`src/rtl/core/srr_pkg.sv`:
```
// ============================================================================
// srr_pkg: shared types and constants of the selective-repeat receiver
// Window geometry, item structs, result kinds and sequencer states.
// ============================================================================
`default_nettype none

package srr_pkg;

  localparam int unsigned Window      = 16;
  localparam int unsigned SeqSpace    = 256;
  localparam int unsigned PayloadBits = 32;

  localparam int unsigned SeqW  = $clog2(SeqSpace);
  localparam int unsigned SlotW = $clog2(Window);

  typedef enum logic [1:0] {
    KIND_ACK  = 2'd0,
    KIND_DATA = 2'd1,
    KIND_FIN  = 2'd2
  } kind_e;

  typedef enum logic [1:0] {
    ST_IDLE,
    ST_READ,
    ST_DELIVER,
    ST_FIN
  } state_e;

  typedef struct packed {
    logic [7:0]  seq_num;
    logic        last_flag;
    logic [31:0] payload;
  } in_item_t;

  typedef struct packed {
    kind_e       kind;
    logic [7:0]  seq_out;
    logic [31:0] data_out;
    logic        end_of_run;
  } out_item_t;

  typedef struct packed {
    logic                   last;
    logic [PayloadBits-1:0] payload;
  } slot_t;

endpackage

`default_nettype wire

```
`src/rtl/core/selective_repeat_receiver_core.sv`:
```
// ============================================================================
// selective_repeat_receiver_core: selective-repeat receiver window
// Buffers in-window packets, acknowledges them and delivers payloads in order.
// ============================================================================
//
//  channel   | handshake                 | payload
//  ----------+---------------------------+-----------------------------
//  input     | in_valid_i / in_stall_o   | in_item_i  (seq, last, data)
//  result    | out_valid_o / out_stall_i | out_item_o (kind, seq, data)
//  config    | cfg_we_i                  | cfg_data_i (start sequence)
//
// An item is acknowledged first; each in-order delivery then takes a memory
// read and an output load, and a fin follows the delivery with the last flag.
// The payload memory has a registered read, which sets these two steps.
// Reset clears the received marks, the base sequence and the finished flag.
// A new item is taken only when the sequencer is idle and the output
// register is free or being emptied in the same cycle.
`default_nettype none

module selective_repeat_receiver_core (
  input  wire logic              clk_i,
  input  wire logic              rst_ni,
  input  wire logic              in_valid_i,
  output logic                   in_stall_o,
  input  wire srr_pkg::in_item_t in_item_i,
  output logic                   out_valid_o,
  input  wire logic              out_stall_i,
  output srr_pkg::out_item_t     out_item_o,
  input  wire logic              cfg_we_i,
  input  wire logic [7:0]        cfg_data_i
);
  import srr_pkg::*;

  state_e             state_q, state_d;
  logic [SeqW-1:0]    base_q, base_d;
  logic [Window-1:0]  recv_q, recv_d;
  logic               finished_q, finished_d;
  logic               out_valid_q, out_valid_d;
  out_item_t          out_q, out_d;
  slot_t              rd_q;
  slot_t              mem [Window];

  logic               out_free;
  logic               in_accept;
  logic               mem_we;
  logic [SeqW-1:0]    seq_in;
  logic [SeqW-1:0]    diff;
  logic               in_win;
  logic               dup;
  logic [SlotW-1:0]   in_slot;
  logic [SeqW-1:0]    nxt_seq;
  logic [SlotW-1:0]   nxt_slot;
  logic [SlotW-1:0]   nn_slot;
  logic               more;

  assign out_free   = !out_valid_q || !out_stall_i;
  assign in_stall_o = !(state_q == ST_IDLE && out_free);
  assign in_accept  = in_valid_i && !in_stall_o;

  assign seq_in   = in_item_i.seq_num[SeqW-1:0];
  assign diff     = seq_in - base_q;
  assign in_win   = (diff != '0) && (diff <= SeqW'(Window));
  assign dup      = (diff == '0) || (diff > SeqW'(SeqSpace - Window));
  assign in_slot  = seq_in[SlotW-1:0];
  assign nxt_seq  = base_q + SeqW'(1);
  assign nxt_slot = nxt_seq[SlotW-1:0];
  assign nn_slot  = nxt_slot + SlotW'(1);
  // The slot just written counts as received for the delivery check.
  assign more     = recv_q[nxt_slot] || (in_slot == nxt_slot);

  always_comb begin
    state_d     = state_q;
    base_d      = base_q;
    recv_d      = recv_q;
    finished_d  = finished_q;
    out_valid_d = out_valid_q && out_stall_i;
    out_d       = out_q;
    mem_we      = 1'b0;

    unique case (state_q)
      ST_IDLE: begin
        if (in_accept && !finished_q) begin
          if (in_win) begin
            mem_we          = 1'b1;
            recv_d[in_slot] = 1'b1;
            out_valid_d     = 1'b1;
            out_d           = '{kind: KIND_ACK, seq_out: in_item_i.seq_num,
                                data_out: '0, end_of_run: !more};
            if (more) begin
              state_d = ST_READ;
            end
          end else if (dup) begin
            out_valid_d = 1'b1;
            out_d       = '{kind: KIND_ACK, seq_out: in_item_i.seq_num,
                            data_out: '0, end_of_run: 1'b1};
          end
        end
        if (cfg_we_i) begin
          base_d = cfg_data_i[SeqW-1:0];
        end
      end
      ST_READ: begin
        state_d = ST_DELIVER;
      end
      ST_DELIVER: begin
        if (out_free) begin
          recv_d[nxt_slot] = 1'b0;
          base_d           = nxt_seq;
          out_valid_d      = 1'b1;
          out_d            = '{kind: KIND_DATA, seq_out: 8'(nxt_seq),
                               data_out: 32'(rd_q.payload), end_of_run: 1'b0};
          if (rd_q.last) begin
            state_d = ST_FIN;
          end else if (recv_q[nn_slot]) begin
            state_d = ST_READ;
          end else begin
            out_d.end_of_run = 1'b1;
            state_d          = ST_IDLE;
          end
        end
      end
      ST_FIN: begin
        if (out_free) begin
          finished_d  = 1'b1;
          out_valid_d = 1'b1;
          out_d       = '{kind: KIND_FIN, seq_out: 8'(base_q),
                          data_out: '0, end_of_run: 1'b1};
          state_d     = ST_IDLE;
        end
      end
      default: begin
        state_d = ST_IDLE;
      end
    endcase
  end

  always_ff @(posedge clk_i or negedge rst_ni) begin
    if (!rst_ni) begin
      state_q     <= ST_IDLE;
      base_q      <= '0;
      recv_q      <= '0;
      finished_q  <= 1'b0;
      out_valid_q <= 1'b0;
    end else begin
      state_q     <= state_d;
      base_q      <= base_d;
      recv_q      <= recv_d;
      finished_q  <= finished_d;
      out_valid_q <= out_valid_d;
    end
  end

  always_ff @(posedge clk_i) begin
    out_q <= out_d;
  end

  // Payload memory. A read is issued only in ST_READ, never in a write's cycle,
  // so the slot just stored is always seen by the following delivery.
  always_ff @(posedge clk_i) begin
    if (mem_we) begin
      mem[in_slot] <= '{last: in_item_i.last_flag,
                        payload: in_item_i.payload[PayloadBits-1:0]};
    end
  end

  always_ff @(posedge clk_i) begin
    if (state_q == ST_READ) begin
      rd_q <= mem[nxt_slot];
    end
  end

  assign out_valid_o = out_valid_q;
  assign out_item_o  = out_q;

  a_read_then_deliver: assert property (
    @(posedge clk_i) disable iff (!rst_ni)
    state_q == ST_READ |=> state_q == ST_DELIVER
  ) else $error("memory read not followed by delivery");

  a_deliver_marked: assert property (
    @(posedge clk_i) disable iff (!rst_ni)
    (state_q == ST_READ || state_q == ST_DELIVER) |-> recv_q[nxt_slot]
  ) else $error("delivery of a slot that is not marked received");

  a_finished_sticky: assert property (
    @(posedge clk_i) disable iff (!rst_ni)
    finished_q |=> finished_q && state_q == ST_IDLE
  ) else $error("finished flag dropped or sequencer left idle after fin");

  a_no_result_after_fin: assert property (
    @(posedge clk_i) disable iff (!rst_ni)
    (finished_q && !out_valid_q) |=> !out_valid_q
  ) else $error("result produced after fin");

endmodule

`default_nettype wire
```
`config.mk`:
```
export PLATFORM = sky130hd
export DESIGN_NAME = selective_repeat_receiver_core
export DESIGN_NICKNAME = d
export VERILOG_FILES = /design/src/rtl/core/srr_pkg.sv /design/src/rtl/core/selective_repeat_receiver_core.sv
export SDC_FILE = /design/constraint.sdc
export NUM_CORES = 1
export LEC_CHECK = 0
export BUFFER_PORTS_ARGS = -buffer_cell sky130_fd_sc_hd__clkbuf_2
export CORE_MARGIN = 3
export CORE_UTILIZATION = 62
export CTS_CLUSTER_DIAMETER = 100
export DETAILED_ROUTE_END_ITERATION = 16
export PLACE_DENSITY_LB_ADDON = 0.25
export SETUP_SLACK_MARGIN = 0.02
export SKIP_CTS_REPAIR_TIMING = 1
export SLEW_MARGIN = 10
export SYNTH_ARGS = -nofsm -noshare
export SYNTH_HDL_FRONTEND = slang
export SYNTH_SLANG_ARGS = --single-unit
```
`constraint.sdc`:
```
create_clock -name clk_i -period 11.77 [get_ports clk_i]
set_input_delay 2.354 -clock clk_i [delete_from_list [all_inputs] [get_ports clk_i]]
set_output_delay 2.354 -clock clk_i [all_outputs]
set_load 0.1 [all_outputs]
```
==> key figures, run 1 <==
Yosys
  – Leading cell type by number of instances after synthesis: sky130_fd_sc_hd__edfxtp_1
  – Flip-flop and latch count after synthesis: 632
  – Portion of synthesized cell area occupied by the leading cell type: 72.9%
  – Number of synthesized flops with an enable pin: 604
  – Mapped Nets: 1647
  – Combinational family with the most area after synthesis: compound AO/OA/AOI/OAI gates
  – FFs w/ async S/R, synth: 4.43%
  – Post-synth top flop: sky130_fd_sc_hd__edfxtp_1
  – Most area-consuming cells after synthesis: sky130_fd_sc_hd__edfxtp_1, sky130_fd_sc_hd__a221oi_1, sky130_fd_sc_hd__mux4_2
  – Most numerous cell types in the synthesized netlist: sky130_fd_sc_hd__edfxtp_1, sky130_fd_sc_hd__nand2_1, sky130_fd_sc_hd__a21oi_1
  – Synth Area in Compound Gates: 9.25%
  – Library cells used by synthesis: 56
  – Portion of netlist area occupied by mux cells: 4.50%
  – Fraction of the mapped netlist area in simple logic gates: 7.05%
  – Area of the mapped netlist: 0.0249 sq mm
  – Average cell area after synthesis: 15.7 sq um
  – Gate Count Post-Synth: 1582
  – Share of the yosys chip area belonging to registers: 75.7%
  – Synth warnings: 0
  – Xor and xnor area share after synthesis: 0.729%
  – Library cell occupying the most area in the post-synthesis netlist: sky130_fd_sc_hd__edfxtp_1
  – Share of synthesized cell area in full adder, half adder and majority cells: 0.553%

Global route
  – Total GRT Usage: 27.3%
  – Vias in the first global route: 14547
  – Initial antenna violation count: 1
  – Global-route wire length before repair: 86.8 mm
  – Maximum number of pins on one net before global-route repair: 127
  – Total global routing overflow: 0

Timing
  – Relative slew slack: 27.8%
  – Ratio of final minimum period to clock period: 48.8%
  – Total negative slack: 0 ns
  – Unrepaired setup endpoints after global routing: false
  – Final setup viols: 0
  – Skew final: 0.0179 ns
  – Transition time of the tightest slew-check pin: 1.08 ns
  – Hold Fails Final Rpt: 0
  – Max Freq: 174 MHz
  – Number of max-slew violations in the final report: 0
  – Final period demand of the worst path: 5.74 ns

Route
  – First-pass DRT Iterations: 5
  – DRC violations left: 0
  – Iter 0 DRT Violations: 1672
  – Vias/cell: 6.51
  – Via count of the routed design: 14653
  – Antenna-violating nets left: 0
  – Routed wirelength normalized by instance count: 25.4 um
  – Total length of routed wires: 57.2 mm

Clock network
  – Clock sink count: 632
  – TritonCTS clock tree: built
  – Clock transition at the register clock pins on the worst setup and hold paths after CTS: 0.06 ns
  – Number of buffers inserted during clock tree synthesis: 59
  – Clock tree root buffer cell: sky130_fd_sc_hd__clkbuf_16
  – Worst-skew pair later-pin latency: 0.61 ns
  – H-Tree Depth: 2
  – Bufs on Longest Clock Path: 3

Critical path
  – Data required time of the critical path: 9.42 ns
  – Depth of the worst register-to-register path: 9
  – Start point of the critical path: out_stall_i
  – Kind of capture point of the worst setup path: primary output
  – Highest net fanout along the worst path: 6
  – Reg2reg end: rd_q[11]
  – Crit path launch type: input pin
  – Reg-to-reg startpoint: base_q[1]
  – Critical setup path kind: input pin to primary output
  – Data arrival time of the worst path: 3.39 ns
  – R2r setup slk: 7.55 ns

Cells and area
  – Area of combinational cells with multiple inputs: 0.00569 sq mm
  – Inserted Diodes: 0
  – Number of inserted filler cells in the final layout: 2425
  – Proportion of layout cells with a drive suffix above 1: 17.6%
  – Total number of nets in the final design: 1748
  – Synthesis-to-layout area growth: 12.3%
  – Seq. cell area: 0.0188 sq mm

Placed design
  – Final weighted congestion in routability-driven placement: 0.877
  – Dpl hpwl: 31.2 mm
  – Port Buffer Count: 98

Worst hold path
  – Hold Path Depth: 1
  – Hold path endpoint: finished_q
  – Type of the tightest min-delay check: register to register
  – Hold wc startpoint: finished_q

Pwr
  – P per Cell Area: 286 mW/mm^2
  – Register share of total power: 35.0%
  – Power share of the clock group: 22.6%
  – Leakage power figure: 9.44 nW
  – Switching power: 3.23 mW
  – VDD IR-drop max: 365 uV
  – Total power consumption of the routed design: 8.00 mW
  – Portion of total power attributed to combinational logic: 42.4%
  – Int Pwr: 4.77 mW
  – Sw Share: 40.4%

Floorplanning
  – Die footprint: 0.0426 sq mm
  – Initial Util: 63.5%
  – Overall die height: 206 um
  – Top-level port count: 99
  – Std-Cell Rows: 72
  – Placeable core region: 0.0392 sq mm
  – Die W: 206 um

Flow run
  – Max-cap violation count: 0

Status
  – Status: finished, final reports clean
## sequential cells by signal, indices dropped and copies added, names as in the netlist
| register | count |
|---|---|
| state_q | 2 |
| base_q | 8 |
| finished_q | 1 |
| out_valid_o | 1 |
| rd_q | 33 |
| recv_q | 16 |
| out_item_o | 43 |
| mem | 528 |
## final cells by class
cell class	instances	share of cell area, %
inverter	42	0.564
tap	518	2.32
clock buffer	73	5.55
clock inverter	38	1.04
sequential	632	67.4
timing repair buffer	134	2.77
multi-input combinational	814	20.4
## how the worst max path moves through the flow
stage	end	slack [ns]	cells past startpoint
floorplan	mem[5][0]	3.72	6
global placement	in_stall_o	6.05	4
detailed placement	mem[15][14]	5.98	9
CTS	in_stall_o	6.03	4
global route	in_stall_o	5.97	4
finish	in_stall_o	6.03	4
## critical path: stages
cell                       delay [ns]
sky130_fd_sc_hd__clkbuf_2        0.09
sky130_fd_sc_hd__and2_1          0.20
sky130_fd_sc_hd__or3_1           0.34
sky130_fd_sc_hd__clkbuf_2        0.39
## cell usage in the layout, fill, tap and decap left out, types with 14 or more instances in the layout
cell / synthesis / final
sky130_fd_sc_hd__edfxtp_1: 604 / 604
sky130_fd_sc_hd__clkbuf_16: 0 / 60
sky130_fd_sc_hd__nor2_1: 23 / 23
sky130_fd_sc_hd__nand3_1: 19 / 19
sky130_fd_sc_hd__a21oi_1: 147 / 147
sky130_fd_sc_hd__nand2_1: 272 / 271
sky130_fd_sc_hd__clkbuf_2: 0 / 98
sky130_fd_sc_hd__xnor2_1: 14 / 14
sky130_fd_sc_hd__inv_1: 40 / 40
sky130_fd_sc_hd__buf_4: 2 / 35
sky130_fd_sc_hd__a221oi_1: 124 / 124
sky130_fd_sc_hd__and2_1: 36 / 35
sky130_fd_sc_hd__dfrtp_1: 28 / 28
sky130_fd_sc_hd__nor4_2: 0 / 16
sky130_fd_sc_hd__clkinv_2: 0 / 14
sky130_fd_sc_hd__clkinv_1: 0 / 16
sky130_fd_sc_hd__mux4_2: 48 / 48
## routing by layer
| layer | global-route usage (%) | share of wire [%] |
|---|---|---|
| met1 | 40.1 | 40 |
| met4 | 9.09 | 2.3 |
| met5 | 0 | 0.019 |
| met2 | 43.1 | 48 |
| met3 | 3.78 | 9.3 |
## power by group through the flow
stage	sequential [mW]	combinational, mW	clock [mW]
floorplan	3.37	1.93	0
global placement	2.84	3.30	0
detailed placement	2.85	3.36	0
CTS	2.80	3.38	1.83
global route	2.82	3.61	1.91
finish	2.80	3.39	1.81
## per-stage QoR
step	setup slack (ns)	instance area, sq um	cells	hold WS (ns)	utilization (%)
finish	6.03	27900	2251	0.491	71.3
global route	5.97	27900	2251	0.520	71.3
CTS	6.03	27900	2251	0.480	71.3
detailed placement	5.98	26100	2140	0.465	66.6
global placement	6.05	26100	2140	0.462	66.6
floorplan	3.72	24900	1582	0.420	-
## cells by family after synthesis
| logic type | count (synthesis) |
|---|---|
| muxes | 52 |
| DFF | 632 |
| AOI/OAI and AO/OA | 332 |
| buffers and inverters | 136 |
| adders and majority gates | 11 |
| and+or+nand+nor | 400 |
| xor gates and xnor gates | 19 |
Note: power is estimated with default switching activity, not from simulation.
==> run 2: changes to the inputs <==
--- a/config.mk
+++ b/config.mk
@@ -5,9 +5,10 @@
 export SDC_FILE = /design/constraint.sdc
 export NUM_CORES = 1
 export LEC_CHECK = 0
+export ABC_AREA = 1
 export BUFFER_PORTS_ARGS = -buffer_cell sky130_fd_sc_hd__clkbuf_2
 export CORE_MARGIN = 3
-export CORE_UTILIZATION = 62
+export CORE_UTILIZATION = 55
 export CTS_CLUSTER_DIAMETER = 100
 export DETAILED_ROUTE_END_ITERATION = 16
 export PLACE_DENSITY_LB_ADDON = 0.25
==> constraint.sdc (replaced) <==
create_clock -name clk_i -period 4.75 [get_ports clk_i]
set_input_delay 0.95 -clock clk_i [delete_from_list [all_inputs] [get_ports clk_i]]
set_output_delay 0.95 -clock clk_i [all_outputs]
set_load 0.1 [all_outputs]
==> run 2 against run 1 <==
Global-route usage fell by 2.4 points. Register-to-register slack worse by 6.3 ns. Cell count is 22% higher. Flip-flop and latch count unchanged. Routed wire length up 6.9%. Sequential power is 120% higher. Utilization decreased by 7.9 points. Synthesized area increased by 2.1%. Design area is 3.1% higher. Critical endpoint is now mem[12][25]. Largest cell class unchanged. Largest power group is now sequential cells.
==> key figures, run 2 <==
Floorplanning
  – Placeable core region: 0.0455 sq mm
  – Overall die height: 221 um
  – Die W: 221 um
  – Std-Cell Rows: 78
  – Top-level port count: 99
  – Initial Util: 55.9%
  – Die footprint: 0.0488 sq mm

Route
  – First-pass DRT Iterations: 5
  – Antenna-violating nets left: 0
  – DRC violations left: 0
  – Iter 0 DRT Violations: 1916
  – Via count of the routed design: 16548
  – Vias/cell: 6.05
  – Total length of routed wires: 61.2 mm
  – Routed wirelength normalized by instance count: 22.3 um

Clock network
  – Clock transition at the register clock pins on the worst setup and hold paths after CTS: 0.06 ns
  – Worst-skew pair later-pin latency: 0.62 ns
  – Clock sink count: 632
  – Clock tree root buffer cell: sky130_fd_sc_hd__clkbuf_16
  – H-Tree Depth: 2
  – TritonCTS clock tree: built
  – Number of buffers inserted during clock tree synthesis: 61
  – Bufs on Longest Clock Path: 3

Yosys
  – Portion of netlist area occupied by mux cells: 0%
  – Most numerous cell types in the synthesized netlist: sky130_fd_sc_hd__edfxtp_1, sky130_fd_sc_hd__nand2_1, sky130_fd_sc_hd__nand3_1
  – Synth Area in Compound Gates: 6.60%
  – FFs w/ async S/R, synth: 4.43%
  – Share of the yosys chip area belonging to registers: 74.2%
  – Mapped Nets: 2058
  – Number of synthesized flops with an enable pin: 604
  – Library cell occupying the most area in the post-synthesis netlist: sky130_fd_sc_hd__edfxtp_1
  – Synth warnings: 0
  – Leading cell type by number of instances after synthesis: sky130_fd_sc_hd__edfxtp_1
  – Portion of synthesized cell area occupied by the leading cell type: 71.4%
  – Fraction of the mapped netlist area in simple logic gates: 14.9%
  – Combinational family with the most area after synthesis: simple AND/OR/NAND/NOR gates
  – Average cell area after synthesis: 12.7 sq um
  – Area of the mapped netlist: 0.0254 sq mm
  – Xor and xnor area share after synthesis: 0.103%
  – Most area-consuming cells after synthesis: sky130_fd_sc_hd__edfxtp_1, sky130_fd_sc_hd__nand2_1, sky130_fd_sc_hd__nand3_1
  – Post-synth top flop: sky130_fd_sc_hd__edfxtp_1
  – Gate Count Post-Synth: 1993
  – Flip-flop and latch count after synthesis: 632
  – Library cells used by synthesis: 39
  – Share of synthesized cell area in full adder, half adder and majority cells: 0.542%

Timing
  – Final setup viols: 0
  – Transition time of the tightest slew-check pin: 1.12 ns
  – Number of max-slew violations in the final report: 0
  – Unrepaired setup endpoints after global routing: false
  – Max Freq: 283 MHz
  – Ratio of final minimum period to clock period: 74.4%
  – Final period demand of the worst path: 3.53 ns
  – Total negative slack: 0 ns
  – Hold Worst Slack: 0.392 ns
  – Skew final: 0.0120 ns
  – Hold Fails Final Rpt: 0
  – Relative slew slack: 25.2%

Cells and area
  – Number of inserted filler cells in the final layout: 3380
  – Total number of nets in the final design: 2152
  – Inserted Diodes: 0
  – Synthesis-to-layout area growth: 13.5%
  – Max FFs per register: 528
  – Proportion of layout cells with a drive suffix above 1: 13.0%
  – Most common cell after layout, fill and taps aside: sky130_fd_sc_hd__edfxtp_1
  – Commonest non-fill, non-tap cells in the layout: sky130_fd_sc_hd__edfxtp_1, sky130_fd_sc_hd__nand2_1, sky130_fd_sc_hd__nand3_1
  – Biggest register: mem

Placed design
  – Final weighted congestion in routability-driven placement: 0.841
  – Port Buffer Count: 98
  – Dpl hpwl: 34.5 mm

Critical path
  – Kind of capture point of the worst setup path: register
  – Data arrival time of the worst path: 3.80 ns
  – Reg-to-reg startpoint: base_q[1]
  – R2r setup slk: 1.22 ns
  – Depth of the worst register-to-register path: 14
  – Highest net fanout along the worst path: 25
  – Reg2reg end: mem[12][25]
  – Crit path launch type: register
  – Data required time of the critical path: 5.02 ns
  – Critical setup path kind: register to register

Global route
  – Initial antenna violation count: 0
  – Global-route wire length before repair: 94.8 mm
  – Total GRT Usage: 24.9%
  – Total global routing overflow: 0
  – Maximum number of pins on one net before global-route repair: 79
  – Vias in the first global route: 16071

Worst hold path
  – Type of the tightest min-delay check: input pin to asynchronous set/reset pin

Pwr
  – P per Cell Area: 427 mW/mm^2
  – VDD IR-drop max: 396 uV
  – Leakage power figure: 10.3 nW

Flow run
  – Max-cap violation count: 0

Status
  – Status: finished, final reports clean
-- run 2: cell types whose count changed in the layout (fill, tap and decap cells not counted), sizes merged, moves of 48 or more --
cell,delta
o21ai,+66
mux4,-48
nor2,+69
a221oi,-111
nand3,+246
inv,+75
nand2,+100
nand4,+84
-- run 2: area by class of cell --
type | instances | area [sq um] | area share [%]
clock buffers | 72 | 1570 | 5.44
clock inverters | 41 | 448 | 1.55
inverters | 115 | 434 | 1.51
multi-input cells | 1134 | 5740 | 19.9
flip-flops and latches | 632 | 18800 | 65.4
well taps | 600 | 751 | 2.60
repair buffers | 143 | 1040 | 3.61
-- run 2: cells by family (layout without fill, tap and decap cells) --
kind of cell,after synthesis,after routing
XOR/XNOR,3,3
flip-flops,632,632
adder cells (fa/ha/maj),11,11
buffers and inverters,227,371
AO/OA/AOI/OAI,284,284
AND/OR/NAND/NOR,836,836
-- run 2: where the power goes --
part	total, mW	internal, mW	switching [mW]
clock	4.88	2.84	2.03
sequential	6.14	6.13	0.0161
combinational	1.30	0.367	0.933
total	12.3	9.34	2.98
-- run 2: worst max-delay path by stage --
stage             startpoint     endpoint  slack [ns]  cells past startpoint
6_report           base_q[1]  mem[12][25]        1.22                     14
5_1_grt            base_q[1]   mem[12][8]        0.89                     14
4_1_cts            base_q[1]   mem[12][8]        1.24                     14
3_5_place_dp   in_item_i[35]  mem[12][21]        0.68                     11
3_3_place_gp   in_item_i[35]  mem[12][13]        0.71                     11
2_1_floorplan  in_item_i[35]    mem[4][0]       -0.39                     10
-- run 2: through the flow --
stage / util, % / instance area [sq um] / setup slack, ns / instances / total power, mW
5_1_grt: 63.4 / 28800 / 0.894 / 2737 / 12.7
4_1_cts: 63.4 / 28800 / 1.24 / 2737 / 12.4
3_3_place_gp: 58.9 / 26800 / 0.711 / 2624 / 7.53
2_1_floorplan: - / 25400 / -0.388 / 1993 / 7.08
6_report: 63.4 / 28800 / 1.22 / 2737 / 12.3
3_5_place_dp: 58.9 / 26800 / 0.683 / 2624 / 7.55
-- run 2: worst max-delay path, cell delays in order (launching register included) --
cell and delay (ns):
sky130_fd_sc_hd__dfrtp_1 0.44, sky130_fd_sc_hd__inv_1 0.15, sky130_fd_sc_hd__ha_1 0.33, sky130_fd_sc_hd__nand2_1 0.14
sky130_fd_sc_hd__nand2_1 0.11, sky130_fd_sc_hd__nand2_1 0.11, sky130_fd_sc_hd__nand2_1 0.08, sky130_fd_sc_hd__nand2_1 0.06
sky130_fd_sc_hd__nand2_1 0.05, sky130_fd_sc_hd__nand2_1 0.08, sky130_fd_sc_hd__nand2_1 0.11, sky130_fd_sc_hd__nor2_4 0.17
sky130_fd_sc_hd__nand2_1 0.53, sky130_fd_sc_hd__nor3_2 0.33, sky130_fd_sc_hd__buf_4 0.46
-- run 2: layer usage --
| metal | vias to the layer above | part of all wire, % | GRT usage [%] |
|---|---|---|---|
| met1 | 8104 | 41 | 35.5 |
| met3 | 119 | 8.6 | 4.32 |
| met4 | 0 | 2.7 | 8.31 |
| met5 | - | 0 | 0 |
| met2 | 828 | 47 | 39.4 |
| li1 | 7497 | - | - |
